--- src/rtl/cscan_pkg.sv ---
// shared constants and types of the c-scan disk scheduler
package cscan_pkg;

	localparam int MAX_REQ = 32;
	localparam int ADDR_W = (MAX_REQ > 1) ? $clog2(MAX_REQ) : 1;
	localparam int CNT_W = $clog2(MAX_REQ + 1);
	localparam int CYL_W = 16;
	localparam int CC_W = 17;
	localparam int MOV_W = 18;
	localparam int CFG_IDX_W = 1;

	// configuration register indexes
	localparam logic [CFG_IDX_W-1:0] CFG_HEAD_START = 1'b0;
	localparam logic [CFG_IDX_W-1:0] CFG_CYL_COUNT = 1'b1;

	// one access to the request store: write port and read address
	typedef struct packed {
		logic             we;
		logic [ADDR_W-1:0] waddr;
		logic [CYL_W-1:0]  wdata;
		logic [ADDR_W-1:0] raddr;
	} ram_req_t;

endpackage

--- src/rtl/cscan_ram.sv ---
// request store: one write port, one registered read port
module cscan_ram (
	input  logic                         clk,
	input  cscan_pkg::ram_req_t          req,
	output logic [cscan_pkg::CYL_W-1:0]  rdata
);

	logic [cscan_pkg::CYL_W-1:0] mem [cscan_pkg::MAX_REQ];
	logic [cscan_pkg::CYL_W-1:0] rdata_q;

	// write, and registered read
	always_ff @(posedge clk) begin
		if (req.we) begin
			mem[req.waddr] <= req.wdata;
		end
		rdata_q <= mem[req.raddr];
	end

	assign rdata = rdata_q;

endmodule

--- src/rtl/cscan_disk_scheduler_top.sv ---
// c-scan disk scheduler: batch load, in-place insertion sort, sweep emission
//
// channel   direction  handshake             word
// request   in         start & !busy         request_cylinder, last_request
// visit     out        strobe (one cycle)    visit_cylinder, total_movement, is_request,
//                                            overflow, last_visit
// config    in         cfg_valid & cfg_ready cfg_index, cfg_data
//
// a request that is not the last is written to the store while it has room, else
// it is dropped and marks the overflow output of its sweep. the last request starts
// a sort that reads and writes the single store and saturates each entry to the top
// cylinder. emission then reads the store once per pass and gives the start point
// before the first pass and the top and zero points after it;
// busy stays high until the final result is registered and config words are
// taken only while idle. reset clears the control state and sets head_start
// to 0 and cylinder_count to 200. results cannot be stalled.
module cscan_disk_scheduler_top (
	input  logic                                clk,
	input  logic                                arst_n,
	input  logic                                start,
	output logic                                busy,
	input  logic [cscan_pkg::CYL_W-1:0]         request_cylinder,
	input  logic                                last_request,
	output logic                                strobe,
	output logic [cscan_pkg::CYL_W-1:0]         visit_cylinder,
	output logic [cscan_pkg::MOV_W-1:0]         total_movement,
	output logic                                is_request,
	output logic                                overflow,
	output logic                                last_visit,
	input  logic                                cfg_valid,
	output logic                                cfg_ready,
	input  logic [cscan_pkg::CFG_IDX_W-1:0]     cfg_index,
	input  logic [cscan_pkg::CC_W-1:0]          cfg_data
);

	typedef enum logic [3:0] {
		S_IDLE, S_KRD, S_KEY, S_CMP, S_PUT, S_START,
		S_ARD, S_AEV, S_TOP, S_ZERO, S_BRD, S_BEV
	} state_t;

	localparam int AW = cscan_pkg::ADDR_W;
	localparam int CW = cscan_pkg::CNT_W;
	localparam int YW = cscan_pkg::CYL_W;
	localparam int MW = cscan_pkg::MOV_W;

	state_t           state_q;
	logic [CW-1:0]    count_q;
	logic             dropped_q;
	logic [CW-1:0]    i_q;
	logic [AW-1:0]    j_q;
	logic [CW-1:0]    cnt_b_q;
	logic [YW-1:0]    key_q;
	logic [YW-1:0]    pos_q;
	logic [MW-1:0]    mov_q;
	logic [YW-1:0]    head_start_q;
	logic [cscan_pkg::CC_W-1:0] cyl_count_q;

	logic             strobe_q;
	logic [YW-1:0]    visit_q;
	logic [MW-1:0]    total_q;
	logic             is_req_q;
	logic             ovf_q;
	logic             last_q;

	cscan_pkg::ram_req_t ram_req;
	logic [YW-1:0]    rdata;
	logic [YW-1:0]    top;
	logic [YW-1:0]    head;
	logic [YW-1:0]    key_sat;
	logic [YW-1:0]    add_a;
	logic [YW-1:0]    add_b;
	logic [MW-1:0]    mov_next;
	logic [CW-1:0]    i_inc;
	logic             key_done;

	cscan_ram u_ram (
		.clk   (clk),
		.req   (ram_req),
		.rdata (rdata)
	);

	// disk geometry from the registers
	always_comb begin
		if (cyl_count_q == '0) begin
			top = '0;
		end else if (cyl_count_q > cscan_pkg::CC_W'(65536)) begin
			top = '1;
		end else begin
			top = YW'(cyl_count_q - cscan_pkg::CC_W'(1));
		end
		head = (head_start_q > top) ? top : head_start_q;
		key_sat = (rdata > top) ? top : rdata;
	end

	// one movement adder shared by the request, top and zero points of the sweep
	always_comb begin
		case (state_q)
			S_TOP: begin
				add_a = top;
				add_b = pos_q;
			end
			S_ZERO: begin
				add_a = top;
				add_b = '0;
			end
			default: begin
				add_a = rdata;
				add_b = pos_q;
			end
		endcase
		mov_next = mov_q + MW'(add_a - add_b);
	end

	assign i_inc = i_q + CW'(1);
	assign key_done = (i_inc == count_q);

	// store access per state
	always_comb begin
		ram_req = '0;
		case (state_q)
			S_IDLE: begin
				ram_req.we = start && (count_q < CW'(cscan_pkg::MAX_REQ));
				ram_req.waddr = count_q[AW-1:0];
				ram_req.wdata = request_cylinder;
			end
			S_KRD, S_ARD, S_BRD: begin
				ram_req.raddr = i_q[AW-1:0];
			end
			S_KEY: begin
				if (i_q == '0) begin
					ram_req.we = 1'b1;
					ram_req.waddr = '0;
					ram_req.wdata = key_sat;
				end else begin
					ram_req.raddr = AW'(i_q - CW'(1));
				end
			end
			S_CMP: begin
				ram_req.we = 1'b1;
				ram_req.waddr = j_q;
				if (rdata > key_q) begin
					ram_req.wdata = rdata;
					ram_req.raddr = j_q - AW'(2);
				end else begin
					ram_req.wdata = key_q;
				end
			end
			S_PUT: begin
				ram_req.we = 1'b1;
				ram_req.waddr = j_q;
				ram_req.wdata = key_q;
			end
			default: begin
				ram_req = '0;
			end
		endcase
	end

	// configuration registers
	always_ff @(posedge clk or negedge arst_n) begin
		if (!arst_n) begin
			head_start_q <= '0;
			cyl_count_q <= cscan_pkg::CC_W'(200);
		end else if (cfg_valid && cfg_ready) begin
			case (cfg_index)
				cscan_pkg::CFG_HEAD_START: head_start_q <= cfg_data[YW-1:0];
				cscan_pkg::CFG_CYL_COUNT: cyl_count_q <= cfg_data;
				default: ;
			endcase
		end
	end

	// sequencer and registered result word
	always_ff @(posedge clk or negedge arst_n) begin
		if (!arst_n) begin
			state_q <= S_IDLE;
			count_q <= '0;
			dropped_q <= 1'b0;
			i_q <= '0;
			j_q <= '0;
			cnt_b_q <= '0;
			strobe_q <= 1'b0;
		end else begin
			strobe_q <= 1'b0;
			case (state_q)
				S_IDLE: begin
					if (start) begin
						if (count_q < CW'(cscan_pkg::MAX_REQ)) begin
							count_q <= count_q + CW'(1);
						end else begin
							dropped_q <= 1'b1;
						end
						if (last_request) begin
							i_q <= '0;
							state_q <= S_KRD;
						end
					end
				end
				S_KRD: begin
					state_q <= S_KEY;
				end
				S_KEY: begin
					key_q <= key_sat;
					if (i_q == '0) begin
						i_q <= i_inc;
						state_q <= key_done ? S_START : S_KRD;
					end else begin
						j_q <= i_q[AW-1:0];
						state_q <= S_CMP;
					end
				end
				S_CMP: begin
					if (rdata > key_q) begin
						j_q <= j_q - AW'(1);
						if (j_q == AW'(1)) begin
							state_q <= S_PUT;
						end
					end else begin
						i_q <= i_inc;
						state_q <= key_done ? S_START : S_KRD;
					end
				end
				S_PUT: begin
					i_q <= i_inc;
					state_q <= key_done ? S_START : S_KRD;
				end
				S_START: begin
					strobe_q <= 1'b1;
					visit_q <= head;
					total_q <= '0;
					is_req_q <= 1'b0;
					ovf_q <= dropped_q;
					last_q <= 1'b0;
					pos_q <= head;
					mov_q <= '0;
					cnt_b_q <= '0;
					i_q <= '0;
					state_q <= S_ARD;
				end
				S_ARD, S_BRD: begin
					state_q <= (state_q == S_ARD) ? S_AEV : S_BEV;
				end
				S_AEV: begin
					if (rdata > head) begin
						strobe_q <= 1'b1;
						visit_q <= rdata;
						total_q <= mov_next;
						is_req_q <= 1'b1;
						ovf_q <= dropped_q;
						last_q <= 1'b0;
						pos_q <= rdata;
						mov_q <= mov_next;
					end else begin
						cnt_b_q <= cnt_b_q + CW'(1);
					end
					i_q <= i_inc;
					state_q <= key_done ? S_TOP : S_ARD;
				end
				S_TOP: begin
					strobe_q <= 1'b1;
					visit_q <= top;
					total_q <= mov_next;
					is_req_q <= 1'b0;
					ovf_q <= dropped_q;
					last_q <= 1'b0;
					pos_q <= top;
					mov_q <= mov_next;
					state_q <= S_ZERO;
				end
				S_ZERO: begin
					strobe_q <= 1'b1;
					visit_q <= '0;
					total_q <= mov_next;
					is_req_q <= 1'b0;
					ovf_q <= dropped_q;
					last_q <= (cnt_b_q == '0);
					pos_q <= '0;
					mov_q <= mov_next;
					i_q <= '0;
					if (cnt_b_q == '0) begin
						count_q <= '0;
						dropped_q <= 1'b0;
						state_q <= S_IDLE;
					end else begin
						state_q <= S_BRD;
					end
				end
				S_BEV: begin
					strobe_q <= 1'b1;
					visit_q <= rdata;
					total_q <= mov_next;
					is_req_q <= 1'b1;
					ovf_q <= dropped_q;
					last_q <= (i_inc == cnt_b_q);
					pos_q <= rdata;
					mov_q <= mov_next;
					i_q <= i_inc;
					if (i_inc == cnt_b_q) begin
						count_q <= '0;
						dropped_q <= 1'b0;
						state_q <= S_IDLE;
					end else begin
						state_q <= S_BRD;
					end
				end
				default: begin
					state_q <= S_IDLE;
				end
			endcase
		end
	end

	assign busy = (state_q != S_IDLE);
	assign cfg_ready = !busy;
	assign strobe = strobe_q;
	assign visit_cylinder = visit_q;
	assign total_movement = total_q;
	assign is_request = is_req_q;
	assign overflow = ovf_q;
	assign last_visit = last_q;

endmodule

--- config.mk ---
export PLATFORM = sky130hd
export DESIGN_NAME = cscan_disk_scheduler_top
export DESIGN_NICKNAME = d
export VERILOG_FILES = /design/src/rtl/cscan_pkg.sv /design/src/rtl/cscan_ram.sv /design/src/rtl/cscan_disk_scheduler_top.sv
export SDC_FILE = /design/constraint.sdc
export NUM_CORES = 1
export LEC_CHECK = 0
export BUFFER_PORTS_ARGS = -buffer_cell sky130_fd_sc_hd__buf_2
export CORE_UTILIZATION = 50
export DETAILED_ROUTE_END_ITERATION = 16
export PLACE_DENSITY = 0.66
export SYNTH_ARGS = -nofsm -noshare
export SYNTH_HDL_FRONTEND = slang
export SYNTH_SLANG_ARGS = --single-unit
--- constraint.sdc ---
create_clock -name clk -period 7.1 [get_ports clk]
set_input_delay 0 -clock clk [delete_from_list [all_inputs] [get_ports clk]]
set_output_delay 0 -clock clk [all_outputs]
set_load 0.02 [all_outputs]
==> flow_summary.toml <==
[critical_path]
r2r_start = "cyl_count_q[2]"
cp-start-kind = "flop"
rrSetupSlack_ns = 0.47
startpoint = "cyl_count_q[2]"
arrival_ns = 6.89
worst-path-buf-inv = 1
cp-end-kind = "flop"
crit_top_cell = "a21o_1"
reg2reg_depth = 26
cp_top_family = "compound AO/OA/AOI/OAI gates"
path_max_fanout = 21
critPathRequiredTime_ns = 7.37
worstReg2RegEnd = "visit_cylinder[15]"
critical_path_class = "reg -> reg"
cp_slowest_stage_delay_ns = 0.58
crit_slowest_cell = "or4_4"

[sta]
worst_pin_slew_ns = 1.14
slew_viol_final = 0
hold_violations = 0
period_share_pct = 93.3
skew_ns = 0.0306
setup_tns_ns = 0
setup_viol = 0
max_freq_ghz = 0.151
rsz0062_at_grt = "false"
slew_headroom_pct = 22.8
period_needed_ns = 6.63

[floorplanning]
io_pins = 79
dieArea_mm2 = 0.0620
core_area_mm2 = 0.0602
die_x_um = 249
die_h_um = 249
start_util_pct = 50.6
rows = 90

[routing]
dr_wl_met2_mm = 39.0
wl_per_cell_um = 24.1
routed.top_layer = "met5"
drt_pre_antenna_iters = 6
met1Wirelength_mm = 34.9
detail-route-antenna-nets = 0
drc = 0
via_per_inst = 6.12
routed-via-count = 21105
first_iter_violations = 2245
drt_wl_total_mm = 83.0
met3_length_mm = 6.40

[layout]
final_common_cell = "edfxtp_1"
nNetsFinal = 2762
area_growth_pct = 12.8
drive_above_1_share_pct = 12.9
regArea_mm2 = 0.0188
final_cell_mix = "edfxtp_1, nand2_1, mux2i_1, nand3_1, o21ai_0"
multiInputGateArea_mm2 = 0.0110
num-fill-cells = 4858

[run_status]
outcome = "complete, no violations"

[global_routing]
grt_pass1_wl_mm = 125
grt_pass1_vias = 20284
grt_max_degree = 144
overflow = 0
grt_antenna_before_repair = 1
grt_util_all_layers_pct = 26.7

[synthesis]
synth-seq-area-share_pct = 61.8
netlist.top_cell.by_area = "edfxtp_1"
synth.area.top_cells = "edfxtp_1, mux2i_1, nand2_1"
synth_edf_count = 565
ys_types = 79
async_flop_share_pct = 9.64
synth_nets = 2641
syn-mean-instance-area_um2 = 12.2
syn_inst = 2492
synth_seq_cells = 643
synth_ff_type = "edfxtp_1"
netlist_area_mm2 = 0.0305
synth_warnings = 0
synth_top_area_share_pct = 55.7

[clock_network]
clkTransAtPathRegs_ns = 0.06
cts_setup_buffers = 0
cts.root.buffer_cell = "clkbuf_16"
clockBufferDepth = 3
clk_latency_ns = 0.62
tritoncts = "done"
cts_sinks = 643
numCtsBuffers = 69
htree_levels = 3

[placed_design]
portBuffers = 78
hpwl_mm = 54.2
place_congestion = 0.914

[min_path]
min-delay-start = "request_cylinder[15]"
hold_path.class = "in -> reg"
holdPathEnd = "u_ram.mem[4][15]"
whs_path_depth = 3

[job]
max_cap_viol_count = 0
==> routing by layer <==
metal	up-vias	GRT usage [%]
li1	9666	-
met1	10415	36.9
met2	886	42.3
met3	136	4.91
met4	2	9.21
met5	-	0
==> per-stage QoR <==
step / area [µm²] / worst slack, ns / utilization (%) / hold WS, ns / std cells
3_5_place_dp: 32000 / 0.431 / 53.2 / 0.243 / 3303
2_1_floorplan: 30500 / 0.465 / - / -0.296 / 2492
4_1_cts: 34400 / 0.385 / 57.0 / 0.132 / 3449
5_1_grt: 34400 / 0.0448 / 57.1 / 0.153 / 3449
3_3_place_gp: 32000 / 0.520 / 53.2 / 0.233 / 3303
6_report: 34400 / 0.474 / 57.1 / 0.146 / 3450
==> sequential cells by signal, indices dropped and copies added, names as in the netlist, 4 cells and up <==
signal	count
head_start_q	16
state_q	4
cyl_count_q	17
j_q	5
total_movement	18
count_q	6
u_ram.mem	512
i_q	6
u_ram.rdata	16
key_q	16
cnt_b_q	6
visit_cylinder	16
==> tightest hold or removal path: cells and delay by family <==
kind	cells	cell delay [ns]
compound gates	1	0.07
buf+inv	1	0.12
simple gates	1	0.33
==> cells in the mapped netlist (14+ instances only) <==
master,count
a211oi_1,21
and3_1,14
xnor2_1,32
o31a_1,15
buf_2,44
nor2_1,108
edfxtp_1,565
mux2i_1,149
mux2_2,34
o22ai_1,34
o21ai_0,126
nand3_1,141
nand2_1,396
ha_1,108
or4_1,20
clkbuf_1,78
o211a_1,15
a21oi_1,52
a222oi_1,16
inv_1,54
o211ai_1,29
a31oi_1,35
dfxtp_1,16
nand4_1,49
xor2_1,26
nor3_1,27
a21o_1,24
o221ai_1,16
nand2b_1,20
nor2b_1,15
o21a_1,18
dfrtp_1,59
==> cell families (layout without fill, tap and decap cells) <==
logic type               Yosys count  in the layout  synth area share [%]
buffers and inverters            189            364                  2.61
AND/OR/NAND/NOR                  844            844                  12.9
other                              0              1                     0
flip-flops                       643            643                  61.8
XOR/XNOR                          58             58                  1.67
multiplexers                     183            183                  6.15
AO/OA/AOI/OAI                    465            465                  10.3
adder cells (fa/ha/maj)          110            110                  4.56
==> layout make-up <==
type                            count  share of cell area [%]
Clock inverter                     26                   0.750
Sequential cell                   643                    54.8
Timing Repair Buffer              185                    3.70
Multi-Input combinational cell   1660                    31.9
Tap cell                          782                    2.85
Inverter                           54                   0.589
Clock buffer                       99                    5.46
Antenna cell                        1                 0.00728
==> repair_timing <==
action / in CTS / in global routing
setup endpoints to repair: 0 / 35
gates resized for setup: 0 / 6
hold endpoints to repair: 105 / 0
hold buffers: 21 / 0
==> worst max path at each step <==
stage	to	slack, ns	depth (start not counted)
CTS	total_movement[14]	0.39	26
detailed placement	total_movement[14]	0.43	26
finish	visit_cylinder[15]	0.47	26
global placement	total_movement[14]	0.52	26
floorplan	total_movement[0]	0.46	28
global route	total_movement[17]	0.04	27
Power is left out: the tool's default activity adds up to more than one toggle a clock period on the data nets, which glitch-free logic cannot reach.
